==> config.mk <==
export PLATFORM = sky130hd
export DESIGN_NAME = occ_mul
export DESIGN_NICKNAME = d
export VERILOG_FILES = /design/src/rtl/occ_mul.sv
export SDC_FILE = /design/constraint.sdc
export NUM_CORES = 2
export LEC_CHECK = 0
export ABC_AREA = 1
export BUFFER_PORTS_ARGS = -buffer_cell sky130_fd_sc_hd__buf_2
export CAP_MARGIN = 20
export CELL_PAD_IN_SITES_DETAIL_PLACEMENT = 0
export CELL_PAD_IN_SITES_GLOBAL_PLACEMENT = 2
export CORE_UTILIZATION = 43
export DETAILED_ROUTE_END_ITERATION = 7
export PLACE_DENSITY = 0.92
export SLEW_MARGIN = 15
export SYNTH_ARGS = -nofsm -noshare
export SYNTH_HDL_FRONTEND = slang
export SYNTH_SLANG_ARGS = --single-unit
==> constraint.sdc <==
create_clock -name clk -period 19.25 [get_ports clk]
set_input_delay 0.9625 -clock clk [delete_from_list [all_inputs] [get_ports clk]]
set_output_delay 0.9625 -clock clk [all_outputs]
set_load 0.005 [all_outputs]
==> src/rtl/occ_mul.sv <==
// Shared signed multiplier with a registered product.
`timescale 1ns / 1ps

module occ_mul (
  input  logic               clk,
  input  logic signed [33:0] a,
  input  logic signed [33:0] b,
  output logic signed [67:0] prod
);

  logic signed [67:0] prod_r;

  // One product per cycle, available on the next cycle.
  always_ff @(posedge clk) begin
    prod_r <= a * b;
  end

  assign prod = prod_r;

endmodule

# Yosys cells after proc, flatten, opt, wreduce, memory -nomap -nowiden
# Cells that the tools add are included.
[word_totals] ff_bits=68 inputBits=69 elab_cells=2
[op_classes] n_mul=1
[ops] operator="$mul A34 B34 Y68" count=1

# Longest topological paths before layout
[logic_depth] word_depth=1 mapped_depth=35 mapped_depth_nobuf=33

# Worst setup path after synthesis
# No wires, ideal clock.
[synth_timing] kind="input -> register" startpoint="input a[33]" endpoint="register prod_r[66], in the netlist prod[66]" setup_ns=0.112 arrival_time_ns=7.673 required_time_ns=19.138 slack_ns=11.464 path_stages=24 n_path_buf=2 cell_sequence="clkbuf_1 > clkbuf_1 > nand2_1 > inv_1 > fa_1 > fa_1 > fa_1 > fa_1 > inv_1 > fa_1 > fa_1 > inv_1 > fa_1 > fa_1 > ha_1 > nand2_1 > nor2_1 > inv_1 > nor2_2 > nand2_1 > nor3_1 > nand2_2 > nand3_1 > nand2_1"
[synth_via] elab_chain_len=1
[synth_rtl] element="from (decl)" line_no="6" rtl="input logic signed [33:0] a,"
[synth_rtl] element="$mul A34 B34 Y68" line_no="15" rtl="prod_r <= a * b;"
[synth_rtl] element="to (signal assigned)" line_no="15"
[synth_rtl] element="to (decl)" line_no="11" rtl="logic signed [67:0] prod_r;"
# No other way between the ends.

# Final worst setup path
[layout_timing] startpoint="input b[10]" endpoint="register prod_r[58], in the netlist prod[58]"
[layout_via] elab_chain_len=1
[layout_rtl] element="from (decl)" line_no="7" rtl="input logic signed [33:0] b,"
[layout_rtl] element="$mul A34 B34 Y68" line_no="15"
# No other way between the ends.

==> flow_summary.toml <==
[synthesis]
synth_edf_count = 0
ys.flop_type = "dfxtp_1"
synth_async_sr_flop_share_pct = 0
yosysWarnings = 0
netlist_instances = 5972
seq_area_frac_synth_pct = 2.945
ys_ff_latch = 68
yosysUniqueCellTypes = 32
synth_fp_nets = 7486
syn-mean-instance-area_sq_um = 7.740
netlist_area_sq_um = 46220

[place]
gpl.final_weighted_congestion = 0.9809
dp.cells = 7281
dp_hpwl_mm = 122.6
io_buffers = 136
placed_cell_area_sq_um = 48020

[floorplan]
start_util_pct = 43.66
core_area_sq_um = 105900
pin_count = 137
fp.dieArea_sq_um = 108800
die_x_um = 329.9
rows = 119
die_h_um = 329.9

[timing]
relSlewSlack_pct = 26.25
hold_viol = 0
period_needed_ns = 9.484
setup_viol = 0
slew_viol_final = 0
max_freq_mhz = 105.4
rsz0062_at_grt = "false"
tns_ns = 0
worst_pin_slew_ns = 1.106
timing.final.crit_share_pct = 49.27

[hold_path]
hold_path_depth = 4
hp-class = "primary input to register"

[routing]
ant_nets = 0
drt_wl_total_mm = 149.8
drc = 0
drt-vias-per-instance = 4.798
wl_per_cell_um = 20.51
drt_iter0_markers = 2449
vias = 35060
drt_pass1_iterations = 6

[setup_path]
path_max_fanout = 34
path_cells = "buf_2, nand2_1, fa_1, fa_1, inv_1, fa_1, fa_1, fa_1, fa_1, fa_1, fa_1, ha_1, nand2_1, nor2_1, inv_1, nor2_2, nand2_1, nor3_1, nand2_1, nand3_1, nand2_1, nand2_1"
critical_path_class = "primary input to register"
path_common_cell = "fa_1"
crit_arrival_ns = 9.81
cp.required_ns = 19.57
worstSetupEndpointType = "register"
start_kind = "primary input"
slowest_delay_ns = 0.99
critPathSlowestCell = "fa_1"

[global_routing]
grt_pass1_wl_mm = 236.8
grt_max_degree = 36
grt_antenna_before_repair = 14
overflow = 0
grtUsageTotal_pct = 29.45
grt_pass1_vias = 38860

[status]
status = "finished, final reports clean"

[final_layout]
drive_gt1_share_pct = 4.504
area_growth_pct = 4.602
finalInstanceArea_sq_um = 48350
fill_cells = 10730
nNetsFinal = 7415
finalNonFillerCells = 7306
largest_reg_flops = 68

[cts]
clk_transition_reported_paths_ns = 0.08
ctsResizeCount = 0
ctsHtreeMaxLevel = 3
ctsRootBufferMaster = "clkbuf_16"
cts_sinks = 68
cts_tree = "done"
cts_setup_buffers = 0
numCtsBuffers = 9
holdBufCountCts = 0
clock_path_buffers = 2

[flow_run]
cap_viol_max_count = 0
## area by class of cell
| cell class | instances | area, sq um | area share, % |
|---|---|---|---|
| Timing Repair Buffer | 189 | 1079 | 2.231 |
| Clock buffer | 10 | 239.0 | 0.4943 |
| Inverter | 2119 | 7954 | 16.45 |
| Antenna cell | 9 | 22.52 | 0.04658 |
| Sequential cell | 68 | 1361 | 2.816 |
| Multi-Input combinational cell | 3514 | 35890 | 74.23 |
| Tap cell | 1391 | 1740 | 3.600 |
| Clock inverter | 6 | 63.81 | 0.1320 |
## layer usage
metal / global-route usage, % / up-vias / wire length [um]
met5: 0 / - / 23
met4: 12.83 / 4 / 7610
met3: 4.168 / 233 / 9506
met2: 48.61 / 1094 / 70850
met1: 38.67 / 17850 / 61850
li1: - / 15870 / -
## Yosys cell counts, types with 2 or more instances
library cell  instances  share of area [%]
o21ai_0              18               0.19
fa_1               1241                 54
nor3_2                5               0.11
nand2_4               2              0.049
ha_1                204                5.5
a21oi_2               4              0.076
inv_1              2116                 17
nand4_1              19               0.26
nor3_4                2              0.070
buf_1                 2              0.016
clkbuf_1            269                2.2
nand3b_1              3              0.049
xnor2_1               2              0.038
nand2_1            1661                 13
nand2_2              20               0.27
xor2_1               33               0.63
dfxtp_1              68                2.9
o21bai_1             11               0.18
nor3_1               15               0.16
nand3_2               7               0.15
nor2_1              115               0.93
a21oi_1              59               0.64
inv_2                 3              0.024
nor2_2                9               0.12
or2_2                 8               0.11
nand3_1              70               0.76
## worst paths after layout
check  slack, ns        to   from
max         9.77  prod[58]  b[10]
min         1.12   prod[0]   b[0]
## critical path: cells and delay by family
| kind | cells | cell delay, ns |
|---|---|---|
| buffers and inverters | 3 | 0.95 |
| and+or+nand+nor | 10 | 2.22 |
| adders and majority gates | 9 | 5.65 |
## kinds of logic (layout without fill, tap and decap cells)
kind of cell	count (synthesis)	in the layout	synth area share (%)
and+or+nand+nor	1939	1939	16.58
xor gates and xnor gates	35	35	0.6632
AOI/OAI and AO/OA	95	95	1.131
adders and majority gates	1445	1445	59.27
DFF	68	68	2.945
buffers and inverters	2390	2324	19.41
other	0	9	0
## per-stage QoR
| stage | setup slack (ns) | hold WS [ns] | util (%) |
|---|---|---|---|
| floorplan | 11.46 | 1.242 | - |
| global placement | 9.625 | 1.339 | 45.37 |
| detailed placement | 9.586 | 1.337 | 45.37 |
| CTS | 9.957 | 1.111 | 45.65 |
| global route | 9.473 | 1.206 | 45.66 |
| finish | 9.766 | 1.123 | 45.67 |
## cells in the final DEF, fill, tap and decap left out
cell type | netlist | layout
inv_1 | 2116 | 2116
nand2_1 | 1661 | 1661
fa_1 | 1241 | 1241
ha_1 | 204 | 204
buf_2 | 0 | 136
nor2_1 | 115 | 115
nand3_1 | 70 | 70
dfxtp_1 | 68 | 68
a21oi_1 | 59 | 59
buf_4 | 0 | 53
xor2_1 | 33 | 33
nand2_2 | 20 | 20
nand4_1 | 19 | 19
o21ai_0 | 18 | 18
nor3_1 | 15 | 15
o21bai_1 | 11 | 11
diode_2 | 0 | 9
nor2_2 | 9 | 9
clkbuf_16 | 0 | 9
or2_2 | 8 | 8
nand3_2 | 7 | 7
nor3_2 | 5 | 5
a21oi_2 | 4 | 4
nand3b_1 | 3 | 3
inv_2 | 3 | 3
nor3_4 | 2 | 2
nand2_4 | 2 | 2
xnor2_1 | 2 | 2
clkinvlp_4 | 0 | 2
clkinv_2 | 0 | 2
nor4_2 | 1 | 1
o21ai_1 | 1 | 1
a21o_1 | 1 | 1
o21a_1 | 1 | 1
nand2b_1 | 1 | 1
and2_1 | 1 | 1
clkinv_4 | 0 | 1
bufinv_16 | 0 | 1
clkbuf_8 | 0 | 1
Power is not shown: default switching activity piles up to over one toggle a cycle in this logic, so the estimate is an artifact.
