===== config.mk =====
export PLATFORM = sky130hd
export DESIGN_NAME = occ_sincos
export DESIGN_NICKNAME = d
export VERILOG_FILES = /design/src/rtl/occ_pkg.sv /design/src/rtl/occ_sincos.sv
export SDC_FILE = /design/constraint.sdc
export NUM_CORES = 1
export LEC_CHECK = 0
export BUFFER_PORTS_ARGS = -buffer_cell sky130_fd_sc_hd__buf_2
export CAP_MARGIN = 20
export CORE_ASPECT_RATIO = 2
export CORE_MARGIN = 5
export CORE_UTILIZATION = 50
export CTS_CLUSTER_DIAMETER = 50
export CTS_CLUSTER_SIZE = 30
export DETAILED_ROUTE_END_ITERATION = 6
export GPL_TIMING_DRIVEN = 1
export PLACE_DENSITY_LB_ADDON = 0.25
export SLEW_MARGIN = 20
export SYNTH_ARGS = -nofsm -noshare
export SYNTH_HDL_FRONTEND = slang
export SYNTH_SLANG_ARGS = --single-unit

===== constraint.sdc =====
create_clock -name clk -period 8.85 [get_ports clk]
set_input_delay 0.885 -clock clk [delete_from_list [all_inputs] [get_ports clk]]
set_output_delay 0.885 -clock clk [all_outputs]
set_load 0.005 [all_outputs]

===== src/rtl/occ_pkg.sv =====
// Shared types, constants and the CORDIC arctangent table for the orbit camera controller.
`timescale 1ns / 1ps

package occ_pkg;

  // Event codes carried on the input tuser lane.
  typedef enum logic [2:0] {
    CMD_FORWARD = 3'd0,
    CMD_PRESS   = 3'd1,
    CMD_RELEASE = 3'd2,
    CMD_SCROLL  = 3'd3,
    CMD_CURSOR  = 3'd4,
    CMD_TICK    = 3'd5
  } cmd_t;

  // Configuration register indexes.
  localparam logic CFG_MAX_CURSOR_STEP = 1'b0;
  localparam logic CFG_RECENTER_STEP   = 1'b1;

  // Q16.16 constants.
  localparam logic signed [31:0] ONE_Q16       = 32'sd65536;
  localparam logic signed [31:0] DIST_RESET    = 32'sd3276800;
  localparam logic signed [33:0] FULL_TURN_Q16 = 34'sd23592960;
  localparam logic        [30:0] MAX_STEP_RST  = 31'd6553600;
  localparam logic        [30:0] RECENTER_RST  = 31'd131072;

  // Angle reduction: offset that makes any 33-bit angle positive, a multiple of a turn.
  localparam logic [33:0] TURN_OFFSET  = 34'd4317511680;
  localparam logic [33:0] TURN_Q16     = 34'd23592960;
  localparam logic [33:0] HALF_TURN    = 34'd11796480;
  localparam int          RED_STEPS    = 9;

  // CORDIC constants: angles in degrees scaled by 2^24, vectors in Q30.
  localparam logic signed [33:0] QUARTER_Z   = 34'sd1509949440;
  localparam logic signed [33:0] HALF_Z      = 34'sd3019898880;
  localparam logic signed [31:0] INV_GAIN    = 32'sd652032874;
  localparam int                 ATAN_LEN    = 30;

  // Reciprocal of ten for a 32-bit unsigned quotient taken at bit 35.
  localparam logic signed [33:0] RECIP_TEN   = 34'sh0CCCCCCCD;
  localparam int                 RECIP_SHIFT = 35;

  // Sine/cosine unit sequencer.
  typedef enum logic [1:0] {
    SC_IDLE,
    SC_RED,
    SC_FOLD,
    SC_ROT
  } sc_state_t;

  // Top-level sequencer.
  typedef enum logic [3:0] {
    ST_IDLE,
    ST_DIVX,
    ST_DIVY,
    ST_DIVEND,
    ST_SC_P,
    ST_WAIT_P,
    ST_SC_T,
    ST_WAIT_T,
    ST_M_HOR,
    ST_M_VER,
    ST_M_X,
    ST_M_Z,
    ST_M_END,
    ST_OUT
  } state_t;

  // Handshake between the sequencer and the sine/cosine unit.
  typedef struct packed {
    logic done;
    logic busy;
  } sc_status_t;

  // Arctangent of 2^-i in degrees scaled by 2^24.
  function automatic logic [29:0] atan_deg(input logic [4:0] idx);
    logic [29:0] v;
    case (idx)
      5'd0:  v = 30'd754974720;
      5'd1:  v = 30'd445687602;
      5'd2:  v = 30'd235489088;
      5'd3:  v = 30'd119537938;
      5'd4:  v = 30'd60000934;
      5'd5:  v = 30'd30029717;
      5'd6:  v = 30'd15018523;
      5'd7:  v = 30'd7509720;
      5'd8:  v = 30'd3754917;
      5'd9:  v = 30'd1877466;
      5'd10: v = 30'd938734;
      5'd11: v = 30'd469367;
      5'd12: v = 30'd234684;
      5'd13: v = 30'd117342;
      5'd14: v = 30'd58671;
      5'd15: v = 30'd29335;
      5'd16: v = 30'd14668;
      5'd17: v = 30'd7334;
      5'd18: v = 30'd3667;
      5'd19: v = 30'd1833;
      5'd20: v = 30'd917;
      5'd21: v = 30'd458;
      5'd22: v = 30'd229;
      5'd23: v = 30'd115;
      5'd24: v = 30'd57;
      5'd25: v = 30'd29;
      5'd26: v = 30'd14;
      5'd27: v = 30'd7;
      5'd28: v = 30'd4;
      5'd29: v = 30'd2;
      default: v = 30'd0;
    endcase
    return v;
  endfunction

endpackage


===== src/rtl/occ_sincos.sv =====
// Iterative sine/cosine unit: angle reduction, quadrant fold and CORDIC rotation.
`timescale 1ns / 1ps

module occ_sincos #(
  parameter int CORDIC_STEPS = 16
) (
  input  logic                     clk,
  input  logic                     rst_n,
  input  logic                     start,
  input  logic signed [32:0]       angle,
  output occ_pkg::sc_status_t      status,
  output logic signed [31:0]       sin_o,
  output logic signed [31:0]       cos_o
);

  localparam int NSTEP = (CORDIC_STEPS < occ_pkg::ATAN_LEN) ? CORDIC_STEPS
                                                            : occ_pkg::ATAN_LEN;
  localparam int CW = $clog2(NSTEP);

  occ_pkg::sc_state_t state_r, state_nxt;
  logic [33:0]        u_r;
  logic [3:0]         red_cnt_r;
  logic [CW-1:0]      rot_cnt_r;
  logic signed [33:0] z_r;
  logic signed [31:0] x_r, y_r;
  logic               neg_r;
  logic               done_r;
  logic signed [31:0] sin_r, cos_r;

  logic [33:0]        red_sub;
  logic signed [33:0] r_c, z_c;
  logic signed [31:0] xs, ys, x_nxt, y_nxt;
  logic signed [33:0] z_nxt, atan_v;
  logic               rot_last;

  // Next state.
  always_comb begin
    state_nxt = state_r;
    unique case (state_r)
      occ_pkg::SC_IDLE: if (start) state_nxt = occ_pkg::SC_RED;
      occ_pkg::SC_RED:  if (red_cnt_r == 4'd0) state_nxt = occ_pkg::SC_FOLD;
      occ_pkg::SC_FOLD: state_nxt = occ_pkg::SC_ROT;
      occ_pkg::SC_ROT:  if (rot_last) state_nxt = occ_pkg::SC_IDLE;
      default:          state_nxt = occ_pkg::SC_IDLE;
    endcase
  end

  // Datapath: one restoring subtract or one rotation per cycle.
  always_comb begin
    red_sub  = occ_pkg::TURN_Q16 << red_cnt_r;
    r_c      = (u_r >= occ_pkg::HALF_TURN) ? $signed(u_r) - $signed(occ_pkg::TURN_Q16)
                                           : $signed(u_r);
    z_c      = r_c <<< 8;
    xs       = x_r >>> rot_cnt_r;
    ys       = y_r >>> rot_cnt_r;
    atan_v   = $signed({4'd0, occ_pkg::atan_deg(5'(rot_cnt_r))});
    rot_last = (rot_cnt_r == CW'(NSTEP - 1));
    if (!z_r[33]) begin
      x_nxt = x_r - ys;
      y_nxt = y_r + xs;
      z_nxt = z_r - atan_v;
    end else begin
      x_nxt = x_r + ys;
      y_nxt = y_r - xs;
      z_nxt = z_r + atan_v;
    end
  end

  always_ff @(posedge clk) begin
    if (!rst_n) begin
      state_r <= occ_pkg::SC_IDLE;
      done_r  <= 1'b0;
    end else begin
      state_r <= state_nxt;
      done_r  <= (state_r == occ_pkg::SC_ROT) && rot_last;
    end
  end

  always_ff @(posedge clk) begin
    case (state_r)
      occ_pkg::SC_IDLE: begin
        u_r       <= $unsigned({angle[32], angle}) + occ_pkg::TURN_OFFSET;
        red_cnt_r <= 4'(occ_pkg::RED_STEPS - 1);
      end
      occ_pkg::SC_RED: begin
        if (u_r >= red_sub) u_r <= u_r - red_sub;
        red_cnt_r <= red_cnt_r - 4'd1;
      end
      occ_pkg::SC_FOLD: begin
        // Fold into the right half plane and remember to negate.
        if (z_c > occ_pkg::QUARTER_Z) begin
          z_r   <= z_c - occ_pkg::HALF_Z;
          neg_r <= 1'b1;
        end else if (z_c < -occ_pkg::QUARTER_Z) begin
          z_r   <= z_c + occ_pkg::HALF_Z;
          neg_r <= 1'b1;
        end else begin
          z_r   <= z_c;
          neg_r <= 1'b0;
        end
        x_r       <= occ_pkg::INV_GAIN;
        y_r       <= 32'sd0;
        rot_cnt_r <= '0;
      end
      occ_pkg::SC_ROT: begin
        x_r       <= x_nxt;
        y_r       <= y_nxt;
        z_r       <= z_nxt;
        rot_cnt_r <= rot_cnt_r + CW'(1);
        if (rot_last) begin
          sin_r <= neg_r ? -y_nxt : y_nxt;
          cos_r <= neg_r ? -x_nxt : x_nxt;
        end
      end
      default: ;
    endcase
  end

  assign status.done = done_r;
  assign status.busy = (state_r != occ_pkg::SC_IDLE);
  assign sin_o       = sin_r;
  assign cos_o       = cos_r;

endmodule


---- Word-level counts from Yosys, hierarchy flattened ----
Memory sizes are Yosys's and may differ from the RTL's. A register that Yosys moved wholly into a read port is not among the register bits.
Index checks and enable logic that the tools add are counted.
word-level totals
  register bits after elaboration ......... 208
  bits in read-only memories .............. 480
  bits of input ports ..................... 36
  output and inout port bits .............. 66
  memories kept ........................... 1
cells by class
  add/sub/neg operators ................... 15
  $lt $le $gt $ge ......................... 4
  equality and inequality tests ........... 8
  shift operators ......................... 3
  muxes and demuxes ....................... 21
  reductions and logical operators ........ 9
memory list
  memory            depth  width  rd ports  clocked after Yosys merged registers in  write ports  line           source
  (name not given)  16     30     1         1                                        0            occ_pkg.sv:78  case (idx)
operators by type and width
  kind                    number
  $mux 34                 4
  $pmux 34 s2             2
  $mux 32                 4
  $pmux 32 s2             2
  $add 34x33->34 const B  2
  $add 32x32->32          2
  $neg 32->32             2
  $sshr 32x4->32          2
  $sub 32x32->32          2
  $add 34x31->34          1
  $ge 34x24->1 const B    1
  $ge 34x34->1            1
  $gt 34x32->1 const B    1
  $lt 34x32->1 const B    1
  $shl 25x4->34 const A   1
  $sub 34x31->34          1
  $sub 34x33->34 const B  1
  $sub 34x34->34          1
  $mux 26                 1
  $sub 26x26->26 const B  1
  $pmux 4 s2              2
  $ne 2x2->1 const B      4
  $pmux 2 s4              1
  $mux 2                  3
  other kinds (13)        17

---- Logic depth before layout (Yosys ltp) ----
  word-level depth ........................ 6
  mapped depth ............................ 28
  gate-level depth less buffers ........... 24

---- Worst setup path before layout ----
No wires, ideal clock.
  kind .................................... flip-flop to flip-flop
  start point ............................. reg rot_cnt_r[1]
  end point ............................... reg sin_r[31], in the netlist sin_o[31] (data pin)
  library setup time ...................... 0.266 ns
  arrival time ............................ 6.072 ns
  required time ........................... 8.584 ns
  path slack .............................. 2.512 ns
  stages on the path, launching flop included .. 24
  buffers on the path ..................... 2
  path through ............................ edfxtp_1 > clkbuf_1 > buf_1 > mux4_2 > mux4_2 > nor2_1 > and3b_1 > nand2_1 > or3b_1 > o31ai_1 > o21ai_0 > xor2_1 > ha_1 > nand2_1 > o21ai_0 > nor2_1 > a211oi_2 > a21oi_1 > nor2_1 > xnor2_1 > or3b_1 > or4b_1 > o31ai_2 > xor2_1
on the way
  word-level cells in the longest chain between the ends .. 5
RTL lines
  element                                                  line                                source
  from (decl)                                              occ_sincos.sv:23                    logic [CW-1:0] rot_cnt_r;
  from (signal assigned)                                   occ_sincos.sv:109                   rot_cnt_r <= rot_cnt_r + CW'(1);
  $sshr 32x4->32 (*)                                       occ_sincos.sv:54                    xs = x_r >>> rot_cnt_r;
  $add 32x32->32 / $sub 32x32->32 (equally long branches)  occ_sincos.sv:60, occ_sincos.sv:64
  $mux 32 (*)                                              occ_sincos.sv:58                    if (!z_r[33]) begin
  $neg 32->32                                              occ_sincos.sv:111                   sin_r <= neg_r ? -y_nxt : y_nxt;
  $mux 32 (*)                                              occ_sincos.sv:111
  to (signal assigned)                                     occ_sincos.sv:111
  to (decl)                                                occ_sincos.sv:28                    logic signed [31:0] sin_r, cos_r;
Mark *: on every way between the ends. The rest lies on a longest branch, timed or not.
A chain may end at the register's enable or synchronous reset.

---- Worst setup path after layout ----
  start point ............................. reg rot_cnt_r[0]
  end point ............................... reg sin_r[31], in the netlist sin_o[31] (data pin)
Same word-level chain as after synthesis.

==> reports/results.txt <==
Seq cells post-synth -> 238
final setup margin -> 1.28 ns
fin cells -> 3,008
share of post-route cells with drive strength above 1 -> 13.5%
# hold bufs at CTS -> 0
DR pass1 iterations -> 5
first-pass GRT wire length -> 103,000 um
Remaining DRCs -> 0
Avg Inst Size Synth -> 9.21 um2
Reg-to-Reg Start -> rot_cnt_r[0]$_DFFE_PN_
Die X -> 158 um
worst path arrival time -> 7.87 ns
antenna violations before repair -> 1
Final #Nets -> 2,633
CP Max Fanout -> 19
Top-Level Pins -> 102
RSZ-0062 raised after global routing -> false
# setup viols final -> 0
Slew headroom -> 23.5%
total number of vias -> 19,100
CTS tree -> built
fmax -> 132 MHz
Max Slew Vio Count -> 0
Setup crit start -> rot_cnt_r[0]$_DFFE_PN_
Filler Cells Inserted -> 3,959
Post-synth ARST share -> 0%
WL/cell -> 22.1 um
Reg area -> 6820 um2
Worst-path clk slew -> 0.09 ns
# diodes -> 0
H-tree depth -> 1
postcts setup bufs -> 0
vias in the first global route -> 19,500
core area -> 43,500 um2
run status -> complete, no violations
Seq/Total Area, Yosys -> 31.0%
fin crit share -> 85.5%
Synth area leaders -> edfxtp_1 (28%), ha_1 (8.5%), xnor2_1 (6.2%)
multi-input logic area -> 14,500 um2
Post-synth top flop -> edfxtp_1
Initial DRC Count -> 1,123
Net Count, Synth -> 2,581
min-delay src -> u_r[6]$_DFFE_PP_
CTS buffer count -> 21
die area -> 48,600 um2
number of flops mapped to enable cells by yosys -> 205
Synth area leader -> edfxtp_1
area grow syn2layout -> 7.93%
Cells after Synth -> 2,392
Global Route Usage Sum -> 26.9%
Tmin final -> 7.57 ns
Num Clock Sinks -> 238
Clock Root Buffer -> clkbuf_16
CP Launch Type -> flop
clock latency on the worst-skew pair -> 0.56 ns
Placer Congestion -> 1.02
critical path type -> flop to flop
DP Wirelength -> 51,600 um
Least-Margin Pin Slew -> 1.15 ns
post-CTS sizing -> 0
post-route ant nets -> 0
Hold Slack -> 0.583 ns
Buffers on Ports -> 101
Setup WS pre-CTS -> 1.31 ns
final hold vios -> 0
chip height -> 307 um
Mapped Area -> 22,000 um2
Clock Path Buffers -> 3
Hold Path Class -> flop to flop
clk_skew -> 0.0291 ns
Via density -> 6.33
Placed Cells -> 2,971
Req. time, crit path -> 9.15 ns
row cnt -> 108
number of max-cap violations -> 0
crit path capture type -> flop
final WL -> 66,500 um
largest net degree at the start of global routing -> 76
share of the synthesized area in the top cell type -> 28.0%
setup TNS -> 0 ns
Distinct cells, synth -> 98
total congestion overflow -> 0
Initial Util -> 50.6%
Ys Warns -> 0
## worst max-delay path, stage by stage, from the launching register on
cell and delay (ns):
edfxtp_1 0.93, buf_4 0.29, mux4_2 0.58, mux2_2 0.31, o21ai_0 0.38, nand4_1 0.46, nor2_1 0.32, a21oi_1 0.12
xnor2_1 0.16, ha_1 0.47, a21o_1 0.20, a31oi_1 0.06, o21ai_0 0.63, a21oi_1 0.16, xnor2_1 0.19, or3_4 0.42
nand4bb_4 0.27, nor4_1 0.49, or4b_1 0.54, o31ai_2 0.22, xor2_1 0.10
## cell usage after synthesis (all sizes together), types with 33 or more instances
library cell	number
xnor2	157
edfxtp	205
buf	33
mux2i	54
mux4	56
xor2	98
nor2b	33
nand3	46
o21ai	150
dfxtp	33
nor3	47
mux2	62
and2	45
ha	150
a21o	49
a21oi	186
a31oi	35
nand2b	38
clkbuf	74
nand2	213
nor2	197
inv	75
## cell families (layout without fill, tap and decap cells)
family,count (synthesis),in the layout,synth area share [%]
and+or+nand+nor,761,761,17.2
AOI/OAI and AO/OA,629,629,18.2
xor gates and xnor gates,255,255,10.2
DFF,238,238,31.0
buffers and inverters,184,250,3.35
muxes,172,172,11.4
adders and majority gates,153,153,8.79
## per-layer routing
metal / up-vias / GRT usage, % / routed length (um)
li1: 9002 / - / -
met1: 9156 / 24.3 / 21000
met4: 0 / 19.2 / 5910
met3: 284 / 2.91 / 2810
met5: - / 0 / 0
met2: 613 / 52.9 / 36800
## worst paths after layout
check / endpoint / slack (ns) / depth (start not counted)
worst min-delay path: z_r[14]$_DFFE_PN_ / 0.58 / 2
worst max-delay path: sin_o[31]$_DFFE_PP_ / 1.28 / 20
worst max register to register: sin_o[31]$_DFFE_PP_ / 1.28 / 20
worst min register to register: z_r[14]$_DFFE_PN_ / 0.58 / 2
## flip-flops by register name (all words and copies together), names as in the netlist
register and flops:
u_r 34, z_r 34, cos_o 32, sin_o 32, x_r 32, y_r 32
atan_v 30, red_cnt_r 4, rot_cnt_r 4, state_r 2, done_r 1, neg_r 1
## layout make-up
cell class / count / area share [%]
Clock buffer: 23 / 2.30
Clock inverter: 14 / 0.742
Inverter: 77 / 1.23
Multi-Input combinational cell: 1970 / 60.9
Sequential cell: 238 / 28.7
Tap cell: 550 / 2.90
Timing Repair Buffer: 136 / 3.23
## cell usage in the layout (no fill, tap or decap), types with 27 or more instances in the layout
cell / Yosys / routed
edfxtp_1: 205 / 205
mux2_2: 62 / 62
nor2b_1: 33 / 33
and2_1: 44 / 44
xor2_1: 98 / 98
o21ai_0: 148 / 148
a21o_1: 49 / 49
dfxtp_1: 33 / 33
nor2_1: 196 / 195
buf_4: 5 / 35
inv_1: 73 / 72
nor3_1: 46 / 46
buf_2: 11 / 101
nand2b_1: 38 / 38
mux4_2: 56 / 56
o21a_1: 27 / 27
a31oi_1: 35 / 35
a21oi_1: 184 / 184
mux2i_1: 54 / 54
nand2_1: 213 / 213
xnor2_1: 156 / 156
ha_1: 150 / 148
nand3_1: 46 / 46
## through the flow
stage                     area [um2]  util [%]
after detailed placement       23000      53.0
after global routing           23800      54.6
after global placement         23000      53.0
after floorplan                22000         -
final                          23800      54.6
after CTS                      23800      54.6
Power is left out: the tool's default activity adds up to more than one toggle a clock period on the data nets, which glitch-free logic cannot reach.
